**config.mk**
```make
export PLATFORM = sky130hd
export DESIGN_NAME = qtir_queue
export DESIGN_NICKNAME = d
export VERILOG_FILES = /design/src/qtir_pkg.sv /design/src/qtir_queue.sv
export SDC_FILE = /design/constraint.sdc
export NUM_CORES = 1
export LEC_CHECK = 0
export ABC_AREA = 1
export BUFFER_PORTS_ARGS = -buffer_cell sky130_fd_sc_hd__clkbuf_2
export CAP_MARGIN = 25
export CORE_MARGIN = 2
export CORE_UTILIZATION = 37
export DETAILED_ROUTE_END_ITERATION = 10
export HOLD_SLACK_MARGIN = 0.1
export PLACE_DENSITY = 0.67
export SYNTH_ARGS = -nofsm -noshare
export SYNTH_HDL_FRONTEND = slang
export SYNTH_SLANG_ARGS = --single-unit
```
**constraint.sdc**
```tcl
create_clock -name clock -period 2.75 [get_ports clock]
set_input_delay 0.275 -clock clock [delete_from_list [all_inputs] [get_ports clock]]
set_output_delay 0.275 -clock clock [all_outputs]
set_load 0.02 [all_outputs]
```
**src/qtir_pkg.sv**
```systemverilog
// ----------------------------------------------------------------------------
// qtir_pkg: shared definitions for the quarter-turn image rotator
// Field widths, status and register codes, reset values and the
// configuration bundle that the front end reads.
// ----------------------------------------------------------------------------
package qtir_pkg;

   // Default frame store geometry.
   localparam int DEF_MAX_WIDTH  = 64;
   localparam int DEF_MAX_HEIGHT = 64;

   // Fixed field widths.
   localparam int COORD_W    = 6;
   localparam int DIM_W      = 7;
   localparam int PIXEL_W    = 32;
   localparam int STATUS_W   = 2;
   localparam int ROT_W      = 2;
   localparam int CSR_ADDR_W = 4;
   localparam int CSR_DATA_W = 32;

   // Depth of the command queue between front and back.
   localparam int QUEUE_DEPTH = 2;

   // Result status codes. The front end uses the same codes to tell the
   // back end what to do with a command.
   localparam logic [STATUS_W-1:0] STATUS_STORED  = 2'd0;
   localparam logic [STATUS_W-1:0] STATUS_READ_OK = 2'd1;
   localparam logic [STATUS_W-1:0] STATUS_RANGE   = 2'd2;

   // Item modes.
   localparam logic MODE_WRITE = 1'b0;
   localparam logic MODE_READ  = 1'b1;

   // Rotation codes in quarter turns.
   localparam logic [ROT_W-1:0] ROT_0   = 2'd0;
   localparam logic [ROT_W-1:0] ROT_90  = 2'd1;
   localparam logic [ROT_W-1:0] ROT_180 = 2'd2;
   localparam logic [ROT_W-1:0] ROT_270 = 2'd3;

   // Register indexes (byte address bits [3:2]).
   localparam logic [1:0] REG_ROTATION      = 2'd0;
   localparam logic [1:0] REG_SOURCE_WIDTH  = 2'd1;
   localparam logic [1:0] REG_SOURCE_HEIGHT = 2'd2;

   // Register reset values.
   localparam logic [ROT_W-1:0] ROTATION_RESET      = ROT_0;
   localparam logic [DIM_W-1:0] SOURCE_WIDTH_RESET  = 7'd64;
   localparam logic [DIM_W-1:0] SOURCE_HEIGHT_RESET = 7'd64;

   typedef struct packed {
      logic [ROT_W-1:0] rotation;
      logic [DIM_W-1:0] source_width;
      logic [DIM_W-1:0] source_height;
   } qtir_cfg_type;

endpackage

```
**src/qtir_queue.sv**
```systemverilog
// ----------------------------------------------------------------------------
// qtir_queue: short command queue
// Decouples the classifying front end from the frame store back end.
// ----------------------------------------------------------------------------
module qtir_queue
   import qtir_pkg::*;
#(
   parameter int WIDTH = 46
) (
   input  logic             clock,
   input  logic             reset,
   input  logic             push,
   input  logic [WIDTH-1:0] push_data,
   output logic             full,
   input  logic             pop,
   output logic             not_empty,
   output logic [WIDTH-1:0] pop_data
);

   localparam int PTR_W = (QUEUE_DEPTH > 1) ? $clog2(QUEUE_DEPTH) : 1;
   localparam int CNT_W = $clog2(QUEUE_DEPTH + 1);

   logic [WIDTH-1:0] slot_ff [QUEUE_DEPTH];
   logic [PTR_W-1:0] wr_ptr_ff, wr_ptr_in, rd_ptr_ff, rd_ptr_in;
   logic [CNT_W-1:0] count_ff, count_in;

   always_comb begin
      wr_ptr_in = wr_ptr_ff;
      rd_ptr_in = rd_ptr_ff;
      count_in  = count_ff;
      if (push) begin
         wr_ptr_in = (32'(wr_ptr_ff) == QUEUE_DEPTH - 1) ? '0 : wr_ptr_ff + 1'b1;
      end
      if (pop) begin
         rd_ptr_in = (32'(rd_ptr_ff) == QUEUE_DEPTH - 1) ? '0 : rd_ptr_ff + 1'b1;
      end
      if (push && !pop) begin
         count_in = count_ff + 1'b1;
      end else if (pop && !push) begin
         count_in = count_ff - 1'b1;
      end
   end

   always_ff @(posedge clock) begin
      if (reset) begin
         wr_ptr_ff <= '0;
         rd_ptr_ff <= '0;
         count_ff  <= '0;
      end else begin
         wr_ptr_ff <= wr_ptr_in;
         rd_ptr_ff <= rd_ptr_in;
         count_ff  <= count_in;
      end
   end

   always_ff @(posedge clock) begin
      if (push) begin
         slot_ff[wr_ptr_ff] <= push_data;
      end
   end

   assign full      = (32'(count_ff) == QUEUE_DEPTH);
   assign not_empty = (count_ff != '0);
   assign pop_data  = slot_ff[rd_ptr_ff];

endmodule

```
==> results.md <==
- DR vias/cell: about 4.3
- Gr ovfl total: 0
- Warnings from Yosys: 0
- Die Area: between 0.01 and 0.015 mm²
- Hold Path End: slot_ff[1][6]$_DFFE_PP_
- Outcome: completed
- Final min period: ~2.1 ns
- Peak supply drop: approximately 0.25 mV
- Vias in the first global route: ~2.1k
- Post-route cell area: ~0.0049 mm²
- First-pass GRT wire length: between 9 and 10 mm
- Reg2reg end: slot_ff[1][15]$_DFFE_PP_
- Startpoint types: register
- Vias: between 1.5k and 2k
- R2r setup slk: 1.21 ns
- Starting DRC count in detailed routing: 48
- Pin count of the biggest net entering global routing: 47
- Core area: between 0.009 and 0.01 mm²
- Number of buffers created by CTS: 9
- Most common cell after layout, fill and taps aside: clkbuf_2
- Syn-to-layout area delta: 29.4%
- Tcrit/Tclk final: between 70% and 80%
- Post-synthesis sequential area ratio: 76.4%
- Post-DP HPWL: roughly 3.8 mm
- CTS H-Tree Depth: 3
- WL final: about 6.3 mm
- Initial Util: a little under two fifths
- FP Rows: 36
- CTS tree: yes
- Root Driver: clkbuf_8
- All-Layer GR Usage: 11.9%
- Num Clock Sinks: 97
- Worst-margin pin slew: 0.856 ns
- Die X: about 100 µm
- Top cells by area, synth: edfxtp_1 74%, mux2_4 16%, dfxtp_1 2.7%
- Setup crit end kind: output pin
- Pins Over Slew Limit: 0
- Post-CTS sizing: 0
- Critical Path RT: 2.48 ns
- FF-to-FF path depth: 3
- Gpl congestion: 0.647
- CP Class: register to output pin
- WL/cell: around 14 µm
- Hold Path Origin: push_data[6]
- Num ports: 98
- Mapped Cells: ~180
- CP Max Fanout: 46
- # setup viols final: 0
- Syn Area/Cell: approximately 21 µm²
- Worst path arrival time: approximately 1.9 ns
- Worst skew pair latency: between 0.3 and 0.4 ns
- Final hold vios: 0
- Drt pass-1 iters: 4
- Antenna viol nets, final: 0
- # nets final: ~370
- Initial antenna violation count: 0
- Maximum buffer depth of the clock tree: 2
- Post-synthesis cell type count: 16
- Area post-placement: approximately 0.0043 mm²
- Setup Total Neg Slack: 0 ns
- Pleak: 0.00196 µW
- Hold Path Depth: 1
- Layout cell share with drive strength beyond 1: about half
- Count of input and output buffers: 97
- Post-synth net total: between 200 and 250
- Die Y: between 100 and 150 µm
- RSZ-0062 raised after global routing: no
- Area leader, netlist: edfxtp_1
- Commonest cells after routing, fill and taps aside: 97 x clkbuf_2, 92 x edfxtp_1, 40 x mux2_4, 36 x dlygate4sd3_1, 9 x clkbuf_8
- Rel. slew slack: a little over two fifths
- Ant diodes: 0
- FILL cells: between 800 and 900
- Hold Path Class: input pin to register
- Clock slew at reported path FFs: around 0.08 ns
- Pwr dens: 607 mW/mm²
- Reg2reg start: wr_ptr_ff$_SDFFE_PP0P_
- Clock Skew: 0.00714 ns
- DRC: 0
- Post-synth top area share: 73.7%
- Mapped Area: about 0.0037 mm²
- Max-cap violations: 0
- Achievable clock frequency: 467 MHz
- Number of synthesized register bits: 97
## power breakdown
part	total, µW	internal [µW]	switching, µW	leakage, µW
registers	1760	1700	55.8	0.000906
clock network	739	319	420	0.0000733
logic	445	228	217	0.000979
total	2940	2250	692	0.00196
## kinds of logic after synthesis
family	Yosys count	share of synthesized area (%)
adders and majority gates	1	0.334
muxes	46	17.8
DFF	97	76.4
xor gates and xnor gates	1	0.234
and+or+nand+nor	15	1.64
AOI/OAI and AO/OA	2	0.267
buffers and inverters	14	3.34
## synthesized netlist by cell type
library cell   n
nand3_1        1
mux2_4        40
a21oi_1        1
buf_6          1
nand4_1        1
inv_1          9
dfxtp_1        5
ha_1           1
nand2_1        6
nor2_1         6
nor3_1         1
mux2_2         6
xnor2_1        1
o21ai_0        1
edfxtp_1      92
buf_12         4
## per-stage QoR
stage	instances	utilization (%)	total power [µW]	hold WS, ns	worst slack, ns
finish	453	49.4	2940	0.125	0.609
global route	453	49.4	3070	0.107	0.508
CTS	453	49.4	3000	0.101	0.531
detailed placement	403	44.3	2210	0.467	0.949
global placement	403	44.3	2200	0.463	0.962
floorplan	176	-	2080	0.347	0.0461
## cell type report
| type | instances | area (µm²) | share of cell area [%] |
|---|---|---|---|
| clock buffers | 13 | 139 | 2.86 |
| clock inverters | 1 | 5.00 | 0.103 |
| inverters | 9 | 33.8 | 0.696 |
| multi-input cells | 65 | 768 | 15.8 |
| flip-flops and latches | 97 | 2870 | 59.1 |
| well taps | 133 | 166 | 3.43 |
| repair buffers | 135 | 873 | 18.0 |
## critical path: stages, from the launching register on
cell	delay, ns
dfxtp_4	0.93
mux2_2	0.43
clkbuf_2	0.16
## per-layer routing
metal | share of wire (%) | global-route usage, % | routed length, µm
met5 | 0 | 0 | 0
met4 | 2.2 | 7.43 | 140
met3 | 5.0 | 2.99 | 318
met2 | 50 | 19.9 | 3160
met1 | 43 | 13.6 | 2690
## sequential cells by signal, summed over array words and instances, names as in the netlist, named ones only
signal / flops
count_ff: 2
slot_ff: 92
rd_ptr_ff: 1
wr_ptr_ff: 1
## how the worst max path moves through the flow
stage,startpoint,slack [ns],end,cells past startpoint
final,register,0.61,pop_data[36],2
after global routing,register,0.51,pop_data[35],2
after floorplan,wr_ptr_ff$_SDFFE_PP0P_,0.05,slot_ff[0][0]$_DFFE_PP_,1
after global placement,register,0.96,pop_data[36],2
after CTS,register,0.53,pop_data[36],2
after detailed placement,register,0.95,pop_data[36],2
## what timing repair did
action                     4_1_cts  5_1_grt
hold endpoints to repair        68        0
setup endpoints to repair        0        0
hold buffers                    36        0
setup buffers                    0        0
No activity file was read; power rests on OpenSTA's default activity.
