==> src/qtir_pkg.sv <==
// ----------------------------------------------------------------------------
// qtir_pkg: shared definitions for the quarter-turn image rotator
// Field widths, status and register codes, reset values and the
// configuration bundle that the front end reads.
// ----------------------------------------------------------------------------
package qtir_pkg;

   // Default frame store geometry.
   localparam int DEF_MAX_WIDTH  = 64;
   localparam int DEF_MAX_HEIGHT = 64;

   // Fixed field widths.
   localparam int COORD_W    = 6;
   localparam int DIM_W      = 7;
   localparam int PIXEL_W    = 32;
   localparam int STATUS_W   = 2;
   localparam int ROT_W      = 2;
   localparam int CSR_ADDR_W = 4;
   localparam int CSR_DATA_W = 32;

   // Depth of the command queue between front and back.
   localparam int QUEUE_DEPTH = 2;

   // Result status codes. The front end uses the same codes to tell the
   // back end what to do with a command.
   localparam logic [STATUS_W-1:0] STATUS_STORED  = 2'd0;
   localparam logic [STATUS_W-1:0] STATUS_READ_OK = 2'd1;
   localparam logic [STATUS_W-1:0] STATUS_RANGE   = 2'd2;

   // Item modes.
   localparam logic MODE_WRITE = 1'b0;
   localparam logic MODE_READ  = 1'b1;

   // Rotation codes in quarter turns.
   localparam logic [ROT_W-1:0] ROT_0   = 2'd0;
   localparam logic [ROT_W-1:0] ROT_90  = 2'd1;
   localparam logic [ROT_W-1:0] ROT_180 = 2'd2;
   localparam logic [ROT_W-1:0] ROT_270 = 2'd3;

   // Register indexes (byte address bits [3:2]).
   localparam logic [1:0] REG_ROTATION      = 2'd0;
   localparam logic [1:0] REG_SOURCE_WIDTH  = 2'd1;
   localparam logic [1:0] REG_SOURCE_HEIGHT = 2'd2;

   // Register reset values.
   localparam logic [ROT_W-1:0] ROTATION_RESET      = ROT_0;
   localparam logic [DIM_W-1:0] SOURCE_WIDTH_RESET  = 7'd64;
   localparam logic [DIM_W-1:0] SOURCE_HEIGHT_RESET = 7'd64;

   typedef struct packed {
      logic [ROT_W-1:0] rotation;
      logic [DIM_W-1:0] source_width;
      logic [DIM_W-1:0] source_height;
   } qtir_cfg_type;

endpackage

==> src/qtir_front.sv <==
// ----------------------------------------------------------------------------
// qtir_front: item classification and address mapping
// Checks the coordinates against the source or destination bounds and
// maps a destination read back to its source pixel address.
// ----------------------------------------------------------------------------
module qtir_front
   import qtir_pkg::*;
#(
   parameter int MAX_WIDTH  = DEF_MAX_WIDTH,
   parameter int MAX_HEIGHT = DEF_MAX_HEIGHT,
   parameter int ADDR_W     = 12
) (
   input  qtir_cfg_type        cfg,
   input  logic                mode,
   input  logic [COORD_W-1:0]  coord_x,
   input  logic [COORD_W-1:0]  coord_y,
   output logic [STATUS_W-1:0] cmd_status,
   output logic [ADDR_W-1:0]   cmd_addr
);

   logic [DIM_W-1:0] w, h, dw, dh, cx, cy, sx, sy, sel_x, sel_y;
   logic             in_src, in_dst;

   always_comb begin
      // Register values above the store geometry saturate to it.
      w = (32'(cfg.source_width) > 32'(MAX_WIDTH)) ? DIM_W'(MAX_WIDTH) : cfg.source_width;
      h = (32'(cfg.source_height) > 32'(MAX_HEIGHT)) ?
          DIM_W'(MAX_HEIGHT) : cfg.source_height;
      cx = DIM_W'(coord_x);
      cy = DIM_W'(coord_y);

      // Odd quarter turns swap the destination dimensions.
      dw = cfg.rotation[0] ? h : w;
      dh = cfg.rotation[0] ? w : h;

      in_src = (cx < w) && (cy < h);
      in_dst = (cx < dw) && (cy < dh);

      unique case (cfg.rotation)
         ROT_90: begin
            sx = cy;
            sy = h - 7'd1 - cx;
         end
         ROT_180: begin
            sx = w - 7'd1 - cx;
            sy = h - 7'd1 - cy;
         end
         ROT_270: begin
            sx = w - 7'd1 - cy;
            sy = cx;
         end
         default: begin
            sx = cx;
            sy = cy;
         end
      endcase

      if (mode == MODE_WRITE) begin
         sel_x      = cx;
         sel_y      = cy;
         cmd_status = in_src ? STATUS_STORED : STATUS_RANGE;
      end else begin
         sel_x      = sx;
         sel_y      = sy;
         cmd_status = in_dst ? STATUS_READ_OK : STATUS_RANGE;
      end

      cmd_addr = ADDR_W'(32'(sel_y) * 32'(MAX_WIDTH) + 32'(sel_x));
   end

endmodule

==> config.mk <==
export PLATFORM = sky130hd
export DESIGN_NAME = qtir_front
export DESIGN_NICKNAME = d
export VERILOG_FILES = /design/src/qtir_pkg.sv /design/src/qtir_front.sv
export SDC_FILE = /design/constraint.sdc
export NUM_CORES = 1
export LEC_CHECK = 0
export ABC_AREA = 1
export BUFFER_PORTS_ARGS = -buffer_cell sky130_fd_sc_hd__buf_2
export CAP_MARGIN = 20
export CORE_ASPECT_RATIO = 0.5
export CORE_MARGIN = 3
export CORE_UTILIZATION = 59
export DETAILED_ROUTE_END_ITERATION = 12
export PLACE_DENSITY = 0.88
export SETUP_SLACK_MARGIN = 0.4
export SLEW_MARGIN = 10
export SYNTH_ARGS = -nofsm -noshare
export SYNTH_HDL_FRONTEND = slang
export SYNTH_SLANG_ARGS = --single-unit
==> constraint.sdc <==
create_clock -name vclk -period 5.35
set_input_delay 1.07 -clock vclk [all_inputs]
set_output_delay 1.07 -clock vclk [all_outputs]
set_load 0.05 [all_outputs]
==> results.sh, run 1 <==
export IMPL_status="completed"
export IMPL_synth_cells=363
export IMPL_io_buffers=43
export IMPL_viasPerCell=6.064
export IMPL_syn_to_final_growth_pct=26.91
export IMPL_diodes=0
export IMPL_fmax_mhz=192.2
export IMPL_core_area_mm2=0.003136
export IMPL_drive_gt1_share_pct=26.44
export IMPL_grt_pass1_wl_mm=11.25
export IMPL_first_pass_iters=5
export IMPL_drc=0
export IMPL_placed_cell_area_mm2=0.002306
export IMPL_cp_arrival_ns=4.13
export IMPL_maxCapViolations=0
export IMPL_yosys_warnings=0
export IMPL_synth_area_per_cell_um2=5.584
export IMPL_yosysUniqueCellTypes=35
export IMPL_ys_seq_area_share_pct=0
export IMPL_drt_wl_total_mm=7.623
export IMPL_antenna_left=0
export IMPL_crit_slowest_cell="ha_1"
export IMPL_grt_setup_unrepaired="yes"
export IMPL_pre_cts_slack_ns=-0.007639
export IMPL_critPathRequiredTime_ns=4.28
export IMPL_fin_crit_ns=5.203
export IMPL_tightest_slew_ns=0.5485
export IMPL_std_cell_rows=14
export IMPL_die_w_um=88.89
export IMPL_seq_area_um2=0
export IMPL_fill_cells=219
export IMPL_ctsHoldBuffers=0
export IMPL_die_area_mm2=0.004217
export IMPL_multi_input_area_mm2=0.001878
export IMPL_vias=2765
export IMPL_antenna_found_initial=0
export IMPL_whs_path_depth=4
export IMPL_initial_core_util_pct=64.64
export IMPL_hpwlAfterDp_mm=5.390
export IMPL_die_y_um=47.45
export IMPL_dp_cells=443
export IMPL_max_slew_margin_pct=63.39
export IMPL_worstSetupPathType="input port to output pin"
export IMPL_vdd_drop_max_mv=0.1191
export IMPL_gp_congestion=0.9290
export IMPL_seq_cells=0
export IMPL_drt_iter0_markers=327
export IMPL_n_clock_buffer=0
export IMPL_setup_tns_ns=0
export IMPL_worst_path_dominant_cell_family="simple AND/OR/NAND/NOR gates"
export IMPL_critPathBufInv=5
export IMPL_fin_ws_ns=0.1474
export IMPL_routedWlPerCell_um=16.72
export IMPL_path_common_cell="nand2_2"
export IMPL_grtUsageTotal_pct=35.01
export IMPL_final_max_slew_viol_count=0
export IMPL_fin_cells=456
export IMPL_finalInstanceArea_mm2=0.002572
export IMPL_hold_viol=0
export IMPL_period_share_pct=97.24
export IMPL_worstHoldPathType="input port to output pin"
export IMPL_grt_pass1_vias=2417
export IMPL_post_route_util_pct=82.04
export IMPL_worstPathMaxFanout=4
export IMPL_overflow=0
export IMPL_power_density_mw_per_mm2=152.3
export IMPL_grt_max_degree=16
export IMPL_synth_nets=433
export IMPL_cellLeakagePower_nw=1.413
export IMPL_cp_depth=24
export IMPL_cp_end_kind="output pin"
export IMPL_setup_viol=0
export IMPL_max_stage_delay_ns=0.30
export IMPL_ioPinCount=43
export IMPL_nets=488
export IMPL_synthesis_area_mm2=0.002027
export IMPL_path_cells="buf_6 > nor2_2 > nand4_1 > nand2_2 > buf_6 > inv_4 > nor2_4 > nor2_4 > nand2_1 > xor2_1 > ha_1 > a21oi_2 > nand2_2 > nand2_2 > nand2_2 > a21oi_2 > a31oi_1 > nor2_2 > ha_2 > ha_4 > inv_4 > nor3_4 > xor2_2 > buf_6"
export IMPL_start_kind="input port"
-- cells by family after synthesis --
family / synth area share (%)
XOR/XNOR: 3.457
AND/OR/NAND/NOR: 37.90
buffers and inverters: 12.96
AO/OA/AOI/OAI: 19.63
adder cells (fa/ha/maj): 26.05
-- cell usage in the layout, fill, tap and decap left out, drive strengths merged, types with 3 or more instances in the layout --
master / count
nand2: 109
buf: 61
inv: 57
ha: 39
a21oi: 34
o21ai: 30
nand3: 28
nor2: 25
xor2: 7
nand4: 6
or2: 5
o22ai: 3
-- report_power, final --
group	total [mW]	leakage (nW)	switching (mW)	internal, mW
Combinational	0.392	1.41	0.248	0.144
Sequential	0	0	0	0
Clock	0	0	0	0
-- metrics by stage --
step	power, mW	hold slack, ns
2_1_floorplan	0.2417	2.418
3_3_place_gp	0.3072	2.635
3_5_place_dp	0.3192	2.640
4_1_cts	0.3576	2.641
5_1_grt	0.4231	2.668
6_report	0.3918	2.628
-- final timing paths --
kind                    from      endpoint  slack [ns]
setup / recovery      cfg[8]  cmd_addr[10]        0.15
hold / removal    coord_x[4]   cmd_addr[4]        2.63
-- final cells by class --
class | instances | area share, %
Inverter | 57 | 8.706
Multi-Input combinational cell | 298 | 73.01
Timing Repair Buffer | 61 | 16.34
Tap cell | 40 | 1.946
-- synth_stat cells (2+ instances only) --
master    instances  area (um2)
o21ai_0          24       120.1
o21ai_2           2       17.52
xor2_1            7       61.31
inv_1            50       187.7
o21ai_1           4       20.02
a21oi_2           2       17.52
nand2_1         102       382.9
nor2_1           23       86.33
nand2_2           6       37.54
ha_1             39       488.0
o22ai_1           2       12.51
nor2_2            2       12.51
fa_1              2       40.04
a211oi_1          2       15.01
nand3_1          28       140.1
or2_2             4       25.02
a21oi_1          32       160.2
buf_4             2       15.01
nand4_1           6       37.54
clkbuf_1          4       15.01
inv_2             6       22.52
-- layer usage --
metal  GRT usage [%]  vias up  part of all wire, %
li1                -     1299                    -
met1           47.72     1227                   41
met2           59.14      195                   44
met3           3.608       44                   11
met4           12.35        0                  4.3
met5               0        -                    0
-- repair_timing --
action	in CTS	in global routing
hold endpoints to repair	0	0
gates resized for setup	32	19
pin swaps	16	17
buffers inserted	12	1
setup endpoints to repair	4	7
(Power assumes the default switching activity.)
==> inputs of run 2 (changes only) <==
==> constraint.sdc (replaced) <==
create_clock -name vclk -period 5.78
set_input_delay 1.156 -clock vclk [all_inputs]
set_output_delay 1.156 -clock vclk [all_outputs]
set_load 0.05 [all_outputs]
==> results.sh, run 2 (synthesized netlist as in run 1, its figures left out) <==
export IMPL_status="completed"
export IMPL_diodes=0
export IMPL_worstPathMaxFanout=4
export IMPL_dp_cells=440
export IMPL_final_max_slew_viol_count=0
export IMPL_finalInstanceArea_mm2=0.002400
export IMPL_n_clock_buffer=0
export IMPL_maxCapViolations=0
export IMPL_p_total_mw=0.3245
export IMPL_worstSetupPathType="input port to output pin"
export IMPL_cp_end_kind="output pin"
export IMPL_syn_to_final_growth_pct=18.39
export IMPL_placed_cell_area_mm2=0.002268
export IMPL_hold_viol=0
export IMPL_overflow=0
export IMPL_hold_end="cmd_addr[4]"
export IMPL_nets=475
export IMPL_tightest_slew_ns=0.5377
export IMPL_fin_cells=443
export IMPL_post_route_util_pct=76.54
export IMPL_cp_arrival_ns=4.13
export IMPL_max_slew_margin_pct=64.12
export IMPL_vias=2593
export IMPL_setup_viol=0
export IMPL_antenna_found_initial=0
export IMPL_fmax_mhz=189.0
export IMPL_grt_pass1_vias=1977
export IMPL_whs_path_depth=4
export IMPL_die_y_um=47.45
export IMPL_hp_start="coord_x[4]"
export IMPL_fill_cells=272
export IMPL_cellLeakagePower_nw=1.329
export IMPL_ctsHoldBuffers=0
export IMPL_std_cell_rows=14
export IMPL_critPathRequiredTime_ns=4.62
export IMPL_power_density_mw_per_mm2=135.2
export IMPL_start_kind="input port"
export IMPL_io_buffers=43
export IMPL_initial_core_util_pct=64.64
export IMPL_grt_max_degree=16
export IMPL_drive_gt1_share_pct=23.57
export IMPL_layout_commonest_cell="nand2_1"
export IMPL_vdd_drop_max_mv=0.08840
export IMPL_viasPerCell=5.853
export IMPL_seq_cells=0
export IMPL_grtUsageTotal_pct=29.27
export IMPL_setup_tns_ns=0
export IMPL_drt_iter0_markers=205
export IMPL_fin_crit_ns=5.290
export IMPL_routedWlPerCell_um=15.22
export IMPL_first_pass_iters=5
export IMPL_period_share_pct=91.53
export IMPL_multi_input_area_mm2=0.001867
export IMPL_antenna_left=0
export IMPL_worstHoldPathType="input port to output pin"
export IMPL_seq_area_um2=0
export IMPL_ioPinCount=43
export IMPL_gp_congestion=0.9808
export IMPL_die_area_mm2=0.004217
export IMPL_hpwlAfterDp_mm=5.309
export IMPL_drt_wl_total_mm=6.741
export IMPL_grt_setup_unrepaired="no"
export IMPL_drc=0
export IMPL_die_w_um=88.89
export IMPL_grt_pass1_wl_mm=9.487
export IMPL_core_area_mm2=0.003136
export IMPL_mostFrequentLayoutCells="nand2_1 (97), inv_1 (47), buf_2 (39), ha_1 (35), a21oi_1 (29)"
run 2: changes by cell type in the layout (fill, tap and decap cells not counted), sizes merged:
| cell | previous run | this run |
|---|---|---|
| buf | 61 | 46 |
| clkbuf | 0 | 2 |
run 2: critical path: stages:
cell and delay [ns]:
clkbuf_4 0.14, nor2_2 0.08, nand4_1 0.11, nand2_2 0.14
inv_1 0.08, nor2_4 0.13, nor2_2 0.06, nand2_1 0.08
xor2_1 0.18, ha_1 0.30, a21oi_2 0.15, nand2_2 0.08
nand2_2 0.07, nand2_1 0.08, a21oi_2 0.15, a31oi_1 0.06
nor2_2 0.13, ha_2 0.23, ha_4 0.13, inv_2 0.04
nor3_4 0.21, xor2_2 0.15, buf_6 0.17
run 2: stage by stage:
step,setup WS (ns),hold slack [ns]
2_1_floorplan,0.4608,2.590
3_3_place_gp,0.3734,2.807
3_5_place_dp,0.1893,2.807
4_1_cts,0.4222,2.807
5_1_grt,0.3263,2.825
6_report,0.4896,2.811
run 2: per-layer routing:
metal / global-route usage (%) / routed length, um
met3: 2.921 / 570
met2: 47.20 / 2964
met4: 0.3012 / 19
met1: 44.87 / 3186
met5: 0 / 0
run 2: worst max path at each step:
stage | end | from | cells past startpoint | slack (ns)
global route | cmd_addr[10] | cfg[7] | 23 | 0.33
floorplan | cmd_addr[8] | cfg[14] | 19 | 0.46
finish | cmd_addr[10] | cfg[7] | 23 | 0.49
global placement | cmd_addr[10] | cfg[9] | 22 | 0.37
CTS | cmd_addr[10] | cfg[9] | 22 | 0.42
detailed placement | cmd_addr[10] | cfg[9] | 22 | 0.19
run 2: report_power, final:
group          leakage (nW)  internal, mW  total [mW]  switching [mW]
combinational          1.33         0.109       0.324           0.215
sequential                0             0           0               0
clock                     0             0           0               0
run 2: final cells by class:
cell class                 count  share of cell area [%]
inverter                      57                   9.020
tap                           40                   2.086
multi-input combinational    298                   77.79
timing repair buffer          48                   11.11
run 2: timing repair:
item | CTS | global route
pin swaps | 1 | 14
endpoints found under the setup margin | 3 | 5
hold endpoints to repair | 0 | 0
buffers inserted | 0 | 3
gates resized for setup | 5 | 26
==> inputs of run 3 (changes only) <==
--- a/config.mk
+++ b/config.mk
@@ -13,6 +13,7 @@
 export CORE_UTILIZATION = 59
 export DETAILED_ROUTE_END_ITERATION = 12
 export PLACE_DENSITY = 0.88
+export REMOVE_ABC_BUFFERS = 1
 export SETUP_SLACK_MARGIN = 0.4
 export SLEW_MARGIN = 10
 export SYNTH_ARGS = -nofsm -noshare
==> results.sh, run 3 (synthesized netlist as in run 1, its figures left out) <==
export IMPL_grt_pass1_vias=2052
export IMPL_initial_core_util_pct=64.64
export IMPL_pre_cts_slack_ns=0.2589
export IMPL_worstSetupPathType="input port to output pin"
export IMPL_drc=0
export IMPL_critPathRequiredTime_ns=4.62
export IMPL_nets=478
export IMPL_mostFrequentLayoutCells="nand2_1 (99), inv_1 (47), buf_2 (40), ha_1 (35), a21oi_1 (30)"
export IMPL_ctsHoldBuffers=0
export IMPL_grt_setup_unrepaired="no"
export IMPL_overflow=0
export IMPL_cellLeakagePower_nw=1.335
export IMPL_period_share_pct=89.83
export IMPL_layout_commonest_cell="nand2_1"
export IMPL_worst_path_dominant_cell_family="simple AND/OR/NAND/NOR gates"
export IMPL_p_switching_mw=0.2116
export IMPL_path_common_cell="nand2_1"
export IMPL_die_y_um=47.45
export IMPL_fin_crit_ns=5.192
export IMPL_path_cells="buf_2 > nor2_2 > nand4_1 > nand2_2 > inv_2 > nor2_4 > nor2_2 > nand2_1 > xor2_1 > ha_1 > a21oi_2 > nand2_1 > nand2_1 > nand2_1 > a21oi_2 > nand4_1 > nand3_1 > nor2_2 > ha_2 > ha_1 > inv_1 > nor3_2 > xor2_1 > buf_4"
export IMPL_swShare_pct=66.05
export IMPL_routedWlPerCell_um=14.85
export IMPL_hold_viol=0
export IMPL_grt_max_degree=16
export IMPL_seq_area_um2=0
export IMPL_setup_viol=0
export IMPL_placed_cell_area_mm2=0.002261
export IMPL_die_w_um=88.89
export IMPL_finalInstanceArea_mm2=0.002384
export IMPL_n_clock_buffer=0
export IMPL_power_density_mw_per_mm2=134.4
export IMPL_grt_pass1_wl_mm=9.722
export IMPL_syn_to_final_growth_pct=17.59
export IMPL_status="completed"
export IMPL_cp_arrival_ns=4.04
export IMPL_p_seq_share_pct=0
export IMPL_die_area_mm2=0.004217
export IMPL_io_buffers=43
export IMPL_max_slew_margin_pct=65.78
export IMPL_drt_iter0_markers=212
export IMPL_first_pass_iters=6
export IMPL_worstPathMaxFanout=4
export IMPL_ioPinCount=43
export IMPL_vdd_drop_max_mv=0.1081
export IMPL_fmax_mhz=192.6
export IMPL_grtUsageTotal_pct=30.08
export IMPL_std_cell_rows=14
export IMPL_cp_end_kind="output pin"
export IMPL_antenna_found_initial=0
export IMPL_tightest_slew_ns=0.5079
export IMPL_viasPerCell=5.814
export IMPL_start_kind="input port"
export IMPL_hpwlAfterDp_mm=5.306
export IMPL_fill_cells=272
export IMPL_maxCapViolations=0
export IMPL_drive_gt1_share_pct=23.15
export IMPL_max_stage_delay_ns=0.30
export IMPL_seq_cells=0
export IMPL_crit_slowest_cell="ha_1"
export IMPL_fin_ws_ns=0.5879
export IMPL_drt_wl_total_mm=6.623
export IMPL_final_max_slew_viol_count=0
export IMPL_setup_tns_ns=0
export IMPL_combPwrFrac_pct=100.0
export IMPL_vias=2593
export IMPL_power_share_clock_pct=0
export IMPL_core_area_mm2=0.003136
export IMPL_critPathBufInv=4
export IMPL_gp_congestion=1.004
export IMPL_antenna_left=0
export IMPL_internal_power_mw=0.1087
export IMPL_diodes=0
export IMPL_worstHoldPathType="input port to output pin"
[run 3: per-stage QoR]
step	hold WS (ns)	cells	power (mW)	util, %
6_report	2.818	446	0.3203	76.02
5_1_grt	2.846	446	0.3519	76.02
4_1_cts	2.815	440	0.2952	72.43
3_5_place_dp	2.813	440	0.2922	72.11
3_3_place_gp	2.807	440	0.2821	72.11
2_1_floorplan	2.590	355	0.2181	-
[run 3: final timing paths]
path,start,endpoint,slack (ns),cells after the start
worst max-delay path,cfg[7],cmd_addr[10],0.59,24
worst min-delay path,coord_x[4],cmd_addr[4],2.82,4
[run 3: power groups by stage]
stage	Combinational [mW]	Clock [mW]	Sequential, mW
finish	0.320	0	0
global route	0.352	0	0
CTS	0.295	0	0
detailed placement	0.292	0	0
global placement	0.282	0	0
floorplan	0.218	0	0
[run 3: layout make-up]
cell class / instances / area, um2 / area share, %
multi-input combinational: 298 / 1834 / 76.96
tap: 40 / 50.05 / 2.100
inverter: 57 / 216.5 / 9.081
timing repair buffer: 51 / 282.8 / 11.86
[run 3: layer usage]
metal / vias to the layer above / GRT usage, % / share of wire, %
met3: 4 / 6.357 / 12
met5: - / 0 / 0
met1: 1156 / 43.81 / 45
li1: 1281 / - / -
met2: 152 / 48.82 / 43
met4: 0 / 0.6024 / 0.24
[run 3: what timing repair did]
action | in CTS | in global routing
setup endpoints to repair | 1 | 5
resized for setup | 4 | 20
pin swaps | 0 | 7
setup buffers | 0 | 6
